**config.mk**
```make
export PLATFORM = sky130hd
export DESIGN_NAME = odo_mul
export DESIGN_NICKNAME = d
export VERILOG_FILES = /design/src/rtl/core/odo_mul.sv
export SDC_FILE = /design/constraint.sdc
export NUM_CORES = 2
export LEC_CHECK = 0
export BUFFER_PORTS_ARGS = -buffer_cell sky130_fd_sc_hd__clkbuf_2
export CAP_MARGIN = 5
export CORE_MARGIN = 2
export CORE_UTILIZATION = 30
export CTS_CLUSTER_SIZE = 16
export DETAILED_ROUTE_END_ITERATION = 12
export PLACE_DENSITY_LB_ADDON = 0.12
export SYNTH_ARGS = -nofsm -noshare
export SYNTH_HDL_FRONTEND = slang
export SYNTH_SLANG_ARGS = --single-unit
```
**constraint.sdc**
```tcl
create_clock -name i_clk -period 16.9 [get_ports i_clk]
set_clock_uncertainty 0.1 [all_clocks]
set_input_delay 3.38 -clock i_clk [delete_from_list [all_inputs] [get_ports i_clk]]
set_output_delay 3.38 -clock i_clk [all_outputs]
set_load 0.02 [all_outputs]
```
**src/rtl/core/odo_mul.sv**
```systemverilog
// Shared 32x32 unsigned multiplier with a registered product.
// Depends on nothing; used by odometry_pose_integrator.
module odo_mul (
    input  logic        i_clk,
    input  logic [31:0] i_a,
    input  logic [31:0] i_b,
    output logic [63:0] o_p
);

    logic [63:0] r_p;

    always_ff @(posedge i_clk) begin
        r_p <= 64'(i_a) * 64'(i_b);
    end

    assign o_p = r_p;

endmodule

```
Word level (Yosys, flattened, before mapping) --
Index checks and enable logic that the tools add are counted.
Word-level totals: bits in latches 0, memories kept 0, input bits 65, memory bits (read-only) 0, bits in registers 64, bits in writable memories 0, word-level logic and storage cells 2, output and inout bits 64
Operators by class: reduce and logical (&&, ||, !) cells 0, shifts and indexed selects 0, equal/unequal tests 0, bitwise gates (word level) 0, divide/modulo/power cells 0, mux-type cells 0, magnitude comparators 0, add/subtract/negate cells 0, $mul 1
Operators by type and width (number):
- $mul 32x32->64 | 1

Logic depth before layout (Yosys ltp) --
depth in word-level cells 1, mapped depth 29, depth with buffers taken out 27

Worst setup path before layout --
No wires, ideal clock.
path kind input to register, start input port i_a[25], end register r_p[62], in the netlist o_p[62], required time 16.728 ns, buffers on the path 2, arrival time 10.061 ns, setup slack 6.667 ns, cell stages on the path 25, library setup time 0.072 ns, cell sequence clkbuf_1 -> nand2_1 -> fa_1 -> inv_1 -> fa_1 -> inv_1 -> fa_1 -> inv_1 -> fa_1 -> fa_1 -> fa_1 -> fa_1 -> inv_1 -> fa_1 -> inv_1 -> ha_1 -> buf_2 -> nand4_1 -> or4_1 -> or3_1 -> a31oi_1 -> a31o_2 -> a211oi_1 -> o21ai_1 -> xor2_1
Between the ends: longest elaborated chain between the ends 1
Ends and longest elaborated chain:
- start: declaration | RTL line 5 | input logic [31:0] i_a,
- $mul 32x32->64 | RTL line 13 | r_p <= 64'(i_a) * 64'(i_b);
- end signal: assignment | RTL line 13
- end: declaration | RTL line 10 | logic [63:0] r_p;
Every way passes these cells.

Worst setup path in the final report --
start input port i_a[16], end register r_p[62], in the netlist o_p[62]
Same word-level chain as after synthesis.

==> run metrics <==
Final period util=68.7%; initial drt markers=925; Bufs and invs on worst path=5; Seq/Total Area, Yosys=3.69%; Die Y-Extent=344 um; Worst Path Required=17.09 ns; most instantiated cells after synthesis=896 x fa_1, 865 x inv_1, 602 x and2_1, 480 x nand2_1, 263 x ha_1; ANT nets after route=0; post-route minimum period=11.62 ns; CP dominant cell by count=fa_1; Min-Delay Path Class=in2reg; Root Driver=clkbuf_16; first-pass GRT wire length=170000 um; Vias per Instance=between 4 and 5; Synth Warn #=0; clock buffer count from CTS=9; Synth area leaders=fa_1 52%, and2_1 11%, ha_1 9.5%; layout cell share with drive strength beyond 1=roughly 5.2%; setup TNS=0 ns; CTS sink cnt=64; antenna violations before repair=5; RSZ-0062 raised after global routing=no; CP Launch Type=input pin; area delta synth->final=6.44%; final RePlAce weighted congestion=0.821; crit path max fanout=32; syn nets=4972; Worst-path clk slew=roughly 0.07 ns; CP cell instances=clkbuf_2, and2_1, fa_1, inv_1, fa_1, inv_1, fa_1, fa_1, fa_1, fa_1, fa_1, inv_1, fa_1, inv_1, ha_1, nand4_1, or4_1, or3_1, a31oi_1, a31o_2, a211oi_1, o21ai_1, xor2_1; hpwl dp=86200 um; count leader, synth=fa_1; fin. max-slew vios=0; CTS Buffer Depth=2; Distinct cells, synth=57; CTS tree=done; total wire length=110000 um; max reg flops=64; I/O pin count=129; Synth top area share=51.7%; GR Overflow Total=0; CP top delay family=adder cells; H-tree levels=3; Avg Inst Size Synth=9.25 um^2; vias in the first global route=27158; Std-Cell Core Area=0.115 mm^2; Fin. Hold Viols=0; Multi-input gate area=0.0293 mm^2; fin nets=between 4000 and 5000; Arrival @ worst endpoint=11.80 ns; async set or reset register ratio after synthesis=0%; mean routed wirelength per cell=21.0 um; f_max=86.1 MHz; Slew HR=26.9%; # rows=124; initial cell density of the core=a little over 30%; status=completed; Worst path max stage delay=0.76 ns; Fill cells=12124; post-synth top area cell=fa_1; largest net degree at the start of global routing=33; final setup violating endpoints=0; CP Class=in2reg; Critical-path top delay cell=a31oi_1; GRT Total Usage=19.3%; Post-synth EDFFs=0; # DRC=0; Post-synth top flop=dfxtp_1; Slew @ Worst Pin=1.10 ns; Vias=24029; Worst Setup SP=i_a[16]; # port buffers=128; Die Width=344 um; Syn Inst Count=3748; flops & latches, synth=64; die area=0.118 mm^2; hold_buf cts=0; mapped cell area=0.0347 mm^2; Post-CTS Setup Inserts=0; CP Capture Type=flip-flop; Pre-antenna DRT Iters=5; Seq. cell area=0.00128 mm^2; Post-CTS Resized=0; max-cap viol count=0; hold_sp=i_b[0]
[cells in the final DEF (no fill, tap or decap), types with 12 or more instances in the layout]
cell type	netlist	layout
a31oi_1	12	12
nand2_1	480	480
and3_1	14	14
inv_1	865	865
ha_1	263	263
xor2_1	25	25
and2_1	602	602
dfxtp_1	64	64
nor2_1	20	20
a21o_1	40	40
fa_1	896	896
buf_4	0	34
o21ai_0	21	21
nand4_1	23	23
a21oi_1	63	63
clkbuf_2	0	128
xnor2_1	35	35
[layout make-up]
type                    instances  area share [%]
multi-input cells            2599            79.4
inverters                     865            8.80
well taps                    1512            5.13
flip-flops and latches         64            3.47
repair buffers                162            2.43
clock buffers                   9           0.610
clock inverters                 4           0.132
diodes                          2          0.0136
[tightest hold or removal path: cells and delay by family]
kind,cells,cell delay [ns]
buffers and inverters,2,0.33
AND/OR/NAND/NOR,1,0.21
[logic make-up (layout without fill, tap and decap cells)]
| kind of cell | count (synthesis) | after routing | share of synthesized area (%) |
|---|---|---|---|
| buffers and inverters | 1085 | 1040 | 11.8 |
| AOI/OAI and AO/OA | 202 | 202 | 4.15 |
| and+or+nand+nor | 1177 | 1177 | 17.6 |
| other | 0 | 2 | 0 |
| xor gates and xnor gates | 60 | 60 | 1.52 |
| DFF | 64 | 64 | 3.69 |
| muxes | 1 | 1 | 0.0289 |
| adders and majority gates | 1159 | 1159 | 61.2 |
[per-layer routing]
metal,track usage (%),wire length [um]
met1,23.5,43800
met2,36.7,59700
met3,1.81,3170
met4,4.38,2880
met5,0,13
[metrics by stage]
step	cell area, um^2	setup WS [ns]	cells	util, %	hold WS, ns
after floorplan	34700	6.67	3748	-	3.41
after global placement	36600	5.08	5202	32.0	3.70
after detailed placement	36600	5.05	5202	32.0	3.70
after CTS	36900	5.42	5215	32.2	3.50
after global routing	36900	5.06	5215	32.2	3.53
final	36900	5.28	5217	32.2	3.51
[final timing paths]
kind       to  depth (start not counted)
max   o_p[62]                         23
min    o_p[0]                          3
Power is left out: the tool's default activity adds up to more than one toggle a clock period on the data nets, which glitch-free logic cannot reach.
