--- config.mk ---
export PLATFORM = sky130hd
export DESIGN_NAME = odo_cordic
export DESIGN_NICKNAME = d
export VERILOG_FILES = /design/src/rtl/core/odo_pkg.sv /design/src/rtl/core/odo_cordic.sv
export SDC_FILE = /design/constraint.sdc
export NUM_CORES = 1
export LEC_CHECK = 0
export BUFFER_PORTS_ARGS = -buffer_cell sky130_fd_sc_hd__buf_2
export CAP_MARGIN = 15
export CORE_MARGIN = 2
export CORE_UTILIZATION = 37
export CTS_CLUSTER_SIZE = 12
export DETAILED_ROUTE_END_ITERATION = 7
export MAX_ROUTING_LAYER = met4
export SYNTH_ARGS = -nofsm -noshare
export SYNTH_HDL_FRONTEND = slang
export SYNTH_SLANG_ARGS = --single-unit
export TNS_END_PERCENT = 100
--- constraint.sdc ---
create_clock -name i_clk -period 14.11 [get_ports i_clk]
set_input_delay 0.7055 -clock i_clk [delete_from_list [all_inputs] [get_ports i_clk]]
set_output_delay 0.7055 -clock i_clk [all_outputs]
set_load 0.03 [all_outputs]
--- src/rtl/core/odo_pkg.sv ---
// Shared types, constants and the arctangent table of the odometry pose integrator.
// Used by odo_cordic and odometry_pose_integrator; depends on nothing else.
package odo_pkg;

    // item kinds carried in tuser
    localparam logic [1:0] KIND_ENCODER = 2'd0;
    localparam logic [1:0] KIND_YAW     = 2'd1;
    localparam logic [1:0] KIND_TICK    = 2'd2;

    // stream word layout
    localparam int IN_DATA_W  = 72;
    localparam int OUT_DATA_W = 216;

    // register reset: 1.0 meter per count with 24 fraction bits
    localparam logic [31:0] MPT_RESET = 32'd16777216;

    // rotation CORDIC
    localparam int              CORDIC_STEPS = 28;
    localparam int              STEP_W       = 5;
    localparam logic [STEP_W-1:0] LAST_STEP  = STEP_W'(CORDIC_STEPS - 1);
    localparam logic signed [33:0] CORDIC_GAIN_Q30 = 34'sd652032875;
    localparam logic signed [33:0] Q30_POS = 34'sd1073741824;
    localparam logic signed [33:0] Q30_NEG = -34'sd1073741824;

    // speed = m * 50 saturates when m exceeds floor(2^63 / 50)
    localparam logic [63:0] SPEED_SAT_THRESHOLD = 64'd184467440737095516;
    localparam logic [63:0] INT64_MAX_U = 64'h7FFF_FFFF_FFFF_FFFF;
    localparam logic [63:0] INT64_MIN_U = 64'h8000_0000_0000_0000;

    // rounding half of a Q30 product
    localparam logic [63:0] Q30_HALF = 64'd536870912;

    // CORDIC result handed to the sequencer
    typedef struct packed {
        logic               done;
        logic signed [31:0] cos_q30;
        logic signed [31:0] sin_q30;
    } t_trig;

    // atan(2^-i) in units of 2^-32 turn
    function automatic logic [31:0] atan_turns(input logic [STEP_W-1:0] idx);
        logic [31:0] v;
        case (idx)
            5'd0:    v = 32'h2000_0000;
            5'd1:    v = 32'h12E4_051E;
            5'd2:    v = 32'h09FB_385B;
            5'd3:    v = 32'h0511_11D4;
            5'd4:    v = 32'h028B_0D43;
            5'd5:    v = 32'h0145_D7E1;
            5'd6:    v = 32'h00A2_F61E;
            5'd7:    v = 32'h0051_7C55;
            5'd8:    v = 32'h0028_BE53;
            5'd9:    v = 32'h0014_5F2F;
            5'd10:   v = 32'h000A_2F98;
            5'd11:   v = 32'h0005_17CC;
            5'd12:   v = 32'h0002_8BE6;
            5'd13:   v = 32'h0001_45F3;
            5'd14:   v = 32'h0000_A2FA;
            5'd15:   v = 32'h0000_517D;
            5'd16:   v = 32'h0000_28BE;
            5'd17:   v = 32'h0000_145F;
            5'd18:   v = 32'h0000_0A30;
            5'd19:   v = 32'h0000_0518;
            5'd20:   v = 32'h0000_028C;
            5'd21:   v = 32'h0000_0146;
            5'd22:   v = 32'h0000_00A3;
            5'd23:   v = 32'h0000_0051;
            5'd24:   v = 32'h0000_0029;
            5'd25:   v = 32'h0000_0014;
            5'd26:   v = 32'h0000_000A;
            5'd27:   v = 32'h0000_0005;
            default: v = 32'h0000_0000;
        endcase
        return v;
    endfunction

endpackage

--- src/rtl/core/odo_cordic.sv ---
// Iterative rotation CORDIC: one micro-rotation per cycle, cos and sin in Q30.
// Depends on odo_pkg (step count, gain, atan table, t_trig).
module odo_cordic #(
    parameter int ANGLE_BITS = 16
) (
    input  logic                  i_clk,
    input  logic                  i_rst_n,
    input  logic                  i_start,
    input  logic [ANGLE_BITS-1:0] i_angle,
    output odo_pkg::t_trig        o_trig
);

    logic                          r_busy;
    logic                          r_fin;
    logic                          r_done;
    logic                          r_flip;
    logic [odo_pkg::STEP_W-1:0]    r_step;
    logic signed [33:0]            r_x;
    logic signed [33:0]            r_y;
    logic signed [32:0]            r_z;
    logic signed [31:0]            r_cos;
    logic signed [31:0]            r_sin;

    logic [31:0]        a_wide;
    logic               flip;
    logic [31:0]        a_fold;
    logic signed [33:0] dx;
    logic signed [33:0] dy;
    logic signed [32:0] dz;
    logic signed [33:0] xf;
    logic signed [33:0] yf;

    function automatic logic signed [31:0] clamp_q30(input logic signed [33:0] v);
        logic signed [33:0] c;
        if (v > odo_pkg::Q30_POS) begin
            c = odo_pkg::Q30_POS;
        end else if (v < odo_pkg::Q30_NEG) begin
            c = odo_pkg::Q30_NEG;
        end else begin
            c = v;
        end
        return c[31:0];
    endfunction

    // widen to 2^-32 turn and fold into the right half plane
    always_comb begin
        a_wide = 32'(i_angle) << (32 - ANGLE_BITS);
        flip   = a_wide[31] ^ a_wide[30];
        a_fold = {a_wide[31] ^ flip, a_wide[30:0]};
    end

    always_comb begin
        dx = r_y >>> r_step;
        dy = r_x >>> r_step;
        dz = $signed({1'b0, odo_pkg::atan_turns(r_step)});
        xf = r_flip ? -r_x : r_x;
        yf = r_flip ? -r_y : r_y;
    end

    always_ff @(posedge i_clk) begin
        if (!i_rst_n) begin
            r_busy <= 1'b0;
            r_fin  <= 1'b0;
            r_done <= 1'b0;
        end else begin
            r_done <= 1'b0;
            if (i_start) begin
                r_busy <= 1'b1;
                r_fin  <= 1'b0;
            end else if (r_busy) begin
                if (r_step == odo_pkg::LAST_STEP) begin
                    r_busy <= 1'b0;
                    r_fin  <= 1'b1;
                end
            end else if (r_fin) begin
                r_fin  <= 1'b0;
                r_done <= 1'b1;
            end
        end
    end

    always_ff @(posedge i_clk) begin
        if (i_start) begin
            r_x    <= odo_pkg::CORDIC_GAIN_Q30;
            r_y    <= '0;
            r_z    <= $signed({a_fold[31], a_fold});
            r_flip <= flip;
            r_step <= '0;
        end else if (r_busy) begin
            if (!r_z[32]) begin
                r_x <= r_x - dx;
                r_y <= r_y + dy;
                r_z <= r_z - dz;
            end else begin
                r_x <= r_x + dx;
                r_y <= r_y - dy;
                r_z <= r_z + dz;
            end
            r_step <= r_step + 1'b1;
        end
        if (r_fin) begin
            r_cos <= clamp_q30(xf);
            r_sin <= clamp_q30(yf);
        end
    end

    assign o_trig.done    = r_done;
    assign o_trig.cos_q30 = r_cos;
    assign o_trig.sin_q30 = r_sin;

endmodule
# After elaboration in Yosys (flattened, before gate mapping)
# Memory sizes are Yosys's and may differ from the RTL's. A register that Yosys moved wholly into a read port is not among the register bits.
# Index checks and enable logic that the tools add are counted.
[classes] n_mux=15 shifts=2 bitwise_logic=4 eq_ne=1 n_reduce_logical=5 n_lt_le_gt_ge=4 addsub=9
[ops] operator="34-bit two-way mux" count=4
[ops] operator="33-bit two-way mux" count=3
[ops] operator="34-bit adder" count=2
[ops] operator="34-bit by 32-bit > comparator with 1-bit output (second input constant)" count=2
[ops] operator="34-bit by 31-bit less-than comparator with 1-bit output (second input constant)" count=2
[ops] operator="34-bit negator" count=2
[ops] operator="34-bit by 5-bit >>> shifter with 34-bit output" count=2
[ops] operator="34-bit subtractor" count=2
[ops] operator="32-bit two-way mux" count=2
[ops] operator="33-bit adder" count=1
[ops] operator="33-bit subtractor" count=1
[ops] operator="5-bit two-way mux" count=2
[ops] operator="3-bit OR reduction" count=2
[ops] operator="5-bit by 1-bit adder with 5-bit output (second input constant)" count=1
[ops] operator="5-bit == test (second input constant)" count=1
[ops] operator="1-bit two-way mux" count=4
[ops] operator="2-bit OR reduction" count=2
[ops] operator="1-bit inverter" count=2
[ops] operator="2-bit nonzero test" count=1
[ops] operator="1-bit XOR" count=2
[word_totals] rom_bits=960 n_memories=1 output_inout_bits=65 in_bits=19 ff_bits=174 wordCells=54
[mem_list] name="(no name shown)" words=32 word_bits=30 rd=1 rd_clocked_by_memory_dff=1 write_ports=0 line_no="odo_pkg.sv:43" rtl="case (idx)"

# Longest topological paths before layout
# Gate-level depths: netlist of run 1.
[depth] word_depth=4 depth_mapped=29 mapped_depth_nobuf=25

# Worst setup path before layout of run 1
# OpenSTA, ideal clock, no wires.
[synth_timing] path_kind="register -> register" from="reg r_step[2] in the netlist's numbering" to="reg r_y[33]" synth_period_minus_slack_ps=5918 setup_time_ps=121 t_required_ps=13989 t_arrival_ps=5797 path_buffers=4 stages_incl_launch_ff=28 path_slack_ps=8192 path_cell_list="dfxtp_1 > buf_4 > buf_4 > buf_2 > mux2_2 > a221oi_1 > nand2_1 > o211a_1 > a21oi_1 > ha_1 > nand4_1 > nor3_1 > inv_1 > o21ai_0 > xor2_1 > ha_1 > clkbuf_1 > a21oi_1 > o21ai_0 > a221o_1 > and2_1 > o2111ai_1 > o2111ai_1 > o31ai_1 > o21ai_0 > or2_2 > mux2i_1 > mux2_2"
[synth_via] elab_chain_cells=3 word_cells_on_any_way=4 cone_classes="2 x add/sub; 1 x shift; 1 x mux"
[synth_rtl] item="start: declaration" line_no="odo_cordic.sv:17" rtl="logic [odo_pkg::STEP_W-1:0] r_step;"
[synth_rtl] item="start signal: assignment" line_no="odo_cordic.sv:99" rtl="r_step <= r_step + 1'b1;"
[synth_rtl] item="34-bit by 5-bit >>> shifter with 34-bit output *" line_no="odo_cordic.sv:54" rtl="dy = r_x >>> r_step;"
[synth_rtl] item="34-bit adder / 34-bit subtractor (equally long branches)" line_no="odo_cordic.sv:92, odo_cordic.sv:96"
[synth_rtl] item="34-bit two-way mux *" line_no="odo_cordic.sv:90" rtl="if (!r_z[32]) begin"
[synth_rtl] item="end signal: assignment" line_no="odo_cordic.sv:92" rtl="r_y <= r_y + dy;"
[synth_rtl] item="end signal: assignment" line_no="odo_cordic.sv:96" rtl="r_y <= r_y - dy;"
[synth_rtl] item="end: declaration" line_no="odo_cordic.sv:19" rtl="logic signed [33:0] r_y;"
# Every way passes the cells marked *; elsewhere a longest branch is shown, timed or not.
# A chain may end at the register's enable or synchronous reset.

# Final worst setup path of run 1
[layout_timing] from="reg r_step[1] in the netlist's numbering" to="reg r_x[32]"
[layout_via] elab_chain_cells=3 word_cells_on_any_way=4 cone_classes="2 x add/sub; 1 x shift; 1 x mux"
[layout_rtl] item="34-bit by 5-bit >>> shifter with 34-bit output *" line_no="odo_cordic.sv:53" rtl="dx = r_y >>> r_step;"
[layout_rtl] item="34-bit subtractor / 34-bit adder (equally long branches)" line_no="odo_cordic.sv:91, odo_cordic.sv:95"
[layout_rtl] item="34-bit two-way mux *" line_no="odo_cordic.sv:90"
[layout_rtl] item="end signal: assignment" line_no="odo_cordic.sv:84" rtl="r_x <= odo_pkg::CORDIC_GAIN_Q30;"
[layout_rtl] item="end signal: assignment" line_no="odo_cordic.sv:91" rtl="r_x <= r_x - dx;"
[layout_rtl] item="end signal: assignment" line_no="odo_cordic.sv:95" rtl="r_x <= r_x + dx;"
[layout_rtl] item="end: declaration" line_no="odo_cordic.sv:18" rtl="logic signed [33:0] r_x;"
# Marks and branches as above.

==> run metrics, run 1 <==
crit path kind=flop to flop; area post-placement=22300 um^2; GRT met2 Usage=41.2%; Leak=9.19 nW; WL final=78500 um; hold endpoint=r_fin$_SDFFE_PP0P_; Post-DP HPWL=58300 um; Synth Register Bits=204; clk_lat worst skew=0.58 ns; R2R cell count=20; core area=57700 um^2; Post-synth EDFFs=82; Syn. warnings=0; reg-to-reg setup timing slack=5.96 ns; Max Cap Viol=0; actual slew at the worst max-slew pin=1.18 ns; Hold WS=0.350 ns; Buffers on Ports=83; hold buffer count at CTS=0; commonest non-fill, non-tap cell in the layout=nor2_1; RSZ-0062 raised after global routing=false; Final Hold Fails=0; post-synthesis sequential area ratio=22.7%; largest net degree at the start of global routing=65; CP endpoint kind=flop; Clock Path Buffers=3; syn avg cell area=8.18 um^2; CP required=14.54 ns; Final Instance Area=23200 um^2; CTS tree=yes; WL per Instance=23.2 um; vias per cell=6.12; Num CTS Buffers=26; reg2reg start=r_step[1]$_SDFFE_PP0P_; clock net sink count=204; fmax=0.123 GHz; full die area=60300 um^2; busiest grt layer=met2; Netlist Area Pre-Place=21600 um^2; post-synthesis compound-gate area fraction=22.4%; Setup TNS=0 ns; Post-Synth XOR/XNOR Area=9.78%; vias in the first global route=19500; drt pass-1 iters=6; first-pass GRT wire length=118000 um; final slew viol count=0; Die W=246 um; number of top-level pins=84; routability congestion estimate=0.994; Min-Delay Path Class=primary input to flop; clk_skew=0.0104 ns; met1 GRT Util=32.9%; Final ANT Viol Nets=0; most frequent cells in the layout=292 x nor2_1, 249 x nand2_1, 191 x a21oi_1; multiplexer share of the synthesized area=13.5%; clock root buffer=clkbuf_16; cell count after synthesis=2638; outcome=complete, no violations; H-tree lvl count=1; routing usage on met3=3.54%; CTS resizes=0; Synth cell types=97; DRC=0; Starting DRT DRC Count=1516; most used flip-flop cell after synthesis=dfxtp_1; r2r endpoint=r_x[32]$_SDFFE_PP0P_; Initial Util=37.4%; post-layout net count=2732; CP startpoint kind=flop; grt ovf=0; PnR worst setup slack=5.96 ns; final setup fails=0; initial antenna violation count=2; dpl ws=6.15 ns; main combinational cell family by area after synthesis=compound AO/OA/AOI/OAI gates; worst vdd ir=0.0964 mV; Power Density=211 nW/um^2; Post-Synth Simple-Gate Area=18.7%; Final Critical Period=8.15 ns; Max transition margin=20.3%; vias=20700; asr flop ratio synth=0%; Syn Nets=2773; share of cells above drive strength 1=12.3%; Period Utilization, post-route=57.8%; site row count=88; hold path cells=3; worst hold path startpoint=i_rst_n; overall routing resource usage=25.9%; clock-pin slew of the registers on the worst-case setup and hold paths=0.06 ns; setup bufs post-CTS=0; critical path data arrival time=8.58 ns; Synth Area in Adders=6.83%; area grow syn2layout=7.28%; Die H=246 um; crit-path max FO=62
[sequential cells by signal (all words and copies together) (netlist names), 5 cells and up]
register,count
r_y,34
r_sin,32
r_x,34
dz,30
r_z,33
r_cos,32
r_step,5
[Yosys cell counts (28+ instances only)]
cell type  instances  area, um^2
nand2_1          249         935
buf_2             28         140
mux2i_1          107        1070
inv_1             67         251
xor2_1           123        1080
o21ai_0          147         736
mux4_2            60        1350
nand3_1           51         255
nor2_1           293        1100
edfxtp_1          82        2460
a31oi_1           36         225
xnor2_1          118        1030
clkbuf_1         118         443
dfxtp_1          122        2440
nor3_1            58         290
a211oi_1          30         225
a21oi_1          191         956
a21o_1            67         503
o31ai_1           37         278
ha_1             113        1410
mux2_2            38         428
[final cells by class]
| class | instances | area [um^2] |
|---|---|---|
| fill | 5854 | 34500 |
| tap | 765 | 957 |
| antenna | 1 | 2.50 |
| multi-input combinational | 2160 | 15400 |
| inverter | 72 | 270 |
| clock inverter | 16 | 184 |
| clock buffer | 32 | 673 |
| sequential | 204 | 4920 |
| timing repair buffer | 133 | 786 |
[worst max-delay path by stage]
stage / start / endpoint / slack (ns) / cells past startpoint
2_1_floorplan: r_step[2]$_SDFFE_PP0P_ / r_y[33]$_SDFFE_PP0P_ / 8.19 / 27
4_1_cts: r_step[1]$_SDFFE_PP0P_ / r_x[32]$_SDFFE_PP0P_ / 6.10 / 20
5_1_grt: r_step[1]$_SDFFE_PP0P_ / r_y[33]$_SDFFE_PP0P_ / 5.46 / 23
3_5_place_dp: r_step[1]$_SDFFE_PP0P_ / r_y[33]$_SDFFE_PP0P_ / 6.15 / 23
6_report: r_step[1]$_SDFFE_PP0P_ / r_x[32]$_SDFFE_PP0P_ / 5.96 / 20
3_3_place_gp: r_step[0]$_SDFFE_PP0P_ / r_x[32]$_SDFFE_PP0P_ / 6.26 / 24
[through the flow]
| stage | util, % | total power [mW] | cells |
|---|---|---|---|
| finish | 40.1 | 4.88 | 3383 |
| global route | 40.1 | 5.24 | 3383 |
| CTS | 40.1 | 4.85 | 3381 |
| detailed placement | 38.6 | 4.13 | 3333 |
| global placement | 38.6 | 4.10 | 3332 |
| floorplan | - | 3.37 | 2638 |
[critical path, stage by stage (launching register included)]
cell       delay, ns
dfxtp_4         0.72
buf_4           0.73
clkinv_1        0.56
mux4_2          0.42
o22ai_1         0.10
nor3_1          0.86
ha_1            0.38
nor2_1          0.08
a21oi_1         0.09
fa_1            0.50
a21o_1          0.18
a21o_1          0.20
a2111oi_0       0.75
o211ai_1        0.29
a311oi_1        0.61
a211oi_1        0.29
o41ai_1         0.57
a21oi_1         0.14
a21oi_1         0.22
xor2_1          0.16
o22ai_1         0.09
[power breakdown]
part,internal [mW],switching [mW]
sequential,0.726,0.254
clock,0.409,0.274
combinational,1.34,1.87
[per-layer routing]
| metal | part of all wire, % | wire length (um) | vias up |
|---|---|---|---|
| li1 | - | - | 9637 |
| met1 | 43 | 33600 | 10000 |
| met2 | 46 | 35800 | 820 |
| met3 | 7.0 | 5470 | 194 |
| met4 | 4.7 | 3710 | 0 |
| met5 | 0 | 0 | - |
[cell families (layout without fill, tap and decap cells)]
family,after synthesis,count (layout)
XOR/XNOR,241,241
AO/OA/AOI/OAI,736,736
buffers and inverters,274,253
multiplexers,207,207
flip-flops,204,204
adder cells (fa/ha/maj),116,116
other,0,1
AND/OR/NAND/NOR,860,860
No activity file was read; power rests on OpenSTA's default activity.
==> run 2, diff against run 1 <==
==> constraint.sdc (replaced) <==
create_clock -name i_clk -period 6.6 [get_ports i_clk]
set_input_delay 0.33 -clock i_clk [delete_from_list [all_inputs] [get_ports i_clk]]
set_output_delay 0.33 -clock i_clk [all_outputs]
set_load 0.03 [all_outputs]
==> run metrics, run 2 (same netlist as run 1, synthesis figures left out) <==
Int Pwr=5.98 mW; Die H=246 um; clock net sink count=204; commonest non-fill, non-tap cell in the layout=nor2_1; critical path data arrival time=6.59 ns; vias=21500; RSZ-0062 raised after global routing=false; final setup fails=0; Initial Util=37.4%; first-pass GRT wire length=124000 um; Leak=10.2 nW; Max transition margin=29.8%; full die area=60300 um^2; Final ANT Viol Nets=0; Final Hold Fails=0; largest net degree at the start of global routing=83; routability congestion estimate=0.983; biggest regs=r_x: 34 flops, r_y: 34 flops, r_z: 33 flops; clock root buffer=clkbuf_16; WL final=82300 um; H-tree lvl count=1; area grow syn2layout=15.0%; fmax=0.163 GHz; crit-path max FO=14; CTS tree=yes; Period Utilization, post-route=92.9%; DRC=0; CP startpoint kind=flop; grt ovf=0; CP required=7.05 ns; antenna cells=0; Num CTS Buffers=26; WL per Instance=23.0 um; most frequent cells in the layout=292 x nor2_1, 249 x nand2_1, 227 x buf_4; Sw Pwr=5.38 mW; worst hold path startpoint=i_angle[9]; crit path kind=flop to flop; post-layout net count=2922; clk_skew=0.0298 ns; Setup TNS=0 ns; number of top-level pins=84; Clock Path Buffers=3; Final Instance Area=24800 um^2; placed cells=3513; post-route insts no fill=3571; Min-Delay Path Class=primary input to flop; initial antenna violation count=1; Max Cap Viol=0; Final Critical Period=6.13 ns; reg2reg start=r_x[25]$_SDFFE_PP1P_; CP endpoint kind=flop; clk_lat worst skew=0.58 ns; overall routing resource usage=27.3%; final core utilization=43.0%; drt pass-1 iters=6; Buffers on Ports=83; core area=57700 um^2; combinational share of power=68.6%; worst vdd ir=0.243 mV; Die W=246 um; share of cells above drive strength 1=18.6%; Clk pwr share=13.7%; clock-pin slew of the registers on the worst-case setup and hold paths=0.06 ns; actual slew at the worst max-slew pin=1.05 ns; sequential share of power=17.7%; vias per cell=6.02; Post-DP HPWL=63400 um; sw frac=47.4%; Power Density=458 nW/um^2; area post-placement=23700 um^2; final slew viol count=0; Worst Setup SP=r_x[25]$_SDFFE_PP1P_; Starting DRT DRC Count=2125; outcome=complete, no violations; vias in the first global route=20600; site row count=88
run 2: cell count changes in the layout (fill, tap and decap cells not counted), moves of 2 or more:
cell,change
buf_4,+179
buf_12,+8
clkinv_1,-6
clkbuf_8,+3
clkinvlp_4,+3
buf_2,-2
buf_6,+2
clkbuf_1,-2
clkinv_2,+2
inv_1,-2
run 2: per-layer routing:
layer	up-vias	track usage [%]	wire [um]
met5	-	-	0
met4	0	9.39	3270
met3	181	3.16	5880
met2	938	44.2	37800
met1	10400	35.4	35300
li1	9996	-	-
run 2: worst paths after layout:
path	slack [ns]	cells after the start	endpoint
setup reg to reg	0.47	24	r_y[33]$_SDFFE_PP0P_
hold reg to reg	0.46	2	r_fin$_SDFFE_PP0P_
setup / recovery	0.47	24	r_y[33]$_SDFFE_PP0P_
hold / removal	0.04	3	r_z[25]$_DFFE_PP_
run 2: final cells by class:
cell class	count	area (um^2)
clock inverter	14	213
fill	5760	32900
timing repair buffer	323	2350
inverter	72	274
sequential	204	4930
clock buffer	33	707
multi-input combinational	2160	15400
tap	765	957
run 2: power by group through the flow:
stage | sequential [mW] | clock, mW | combinational, mW
finish | 2.02 | 1.55 | 7.80
global route | 2.03 | 1.64 | 8.51
CTS | 1.99 | 1.59 | 7.69
detailed placement | 2.02 | 0 | 7.63
global placement | 2.01 | 0 | 7.57
floorplan | 1.72 | 0 | 5.49
run 2: critical path, stage by stage, from the launching register on:
cell and delay (ns):
dfxtp_1 0.81, mux2i_1 0.22, a22oi_1 0.25, o221ai_1 0.23, mux2_2 0.34, mux2_2 0.29
ha_1 0.21, nand4_1 0.11, nor3_1 0.07, buf_4 0.19, nand3_1 0.12, inv_1 0.08
a21oi_1 0.16, xnor2_1 0.13, o21ai_0 0.10, ha_1 0.30, a2111oi_0 0.35, o21ai_0 0.17
a221oi_1 0.34, o2111ai_1 0.23, o31ai_1 0.33, o21ai_0 0.18, or2_2 0.29, mux2i_1 0.13
mux2_2 0.35
run 2: stage by stage:
stage / setup slack, ns / hold WS (ns) / power [mW]
2_1_floorplan: 0.682 / 0.432 / 7.20
3_3_place_gp: 0.475 / 0.434 / 9.58
3_5_place_dp: 0.435 / 0.450 / 9.65
4_1_cts: 0.367 / 0.0149 / 11.3
5_1_grt: 0.0312 / 0.0335 / 12.2
6_report: 0.467 / 0.0397 / 11.4
run 2: what timing repair did:
action                                  4_1_cts  5_1_grt
hold endpoints to repair                      2        0
hold buffers                                  1        0
buffers inserted                              0       10
gates resized for setup                       0        8
endpoints found under the setup margin        0        4
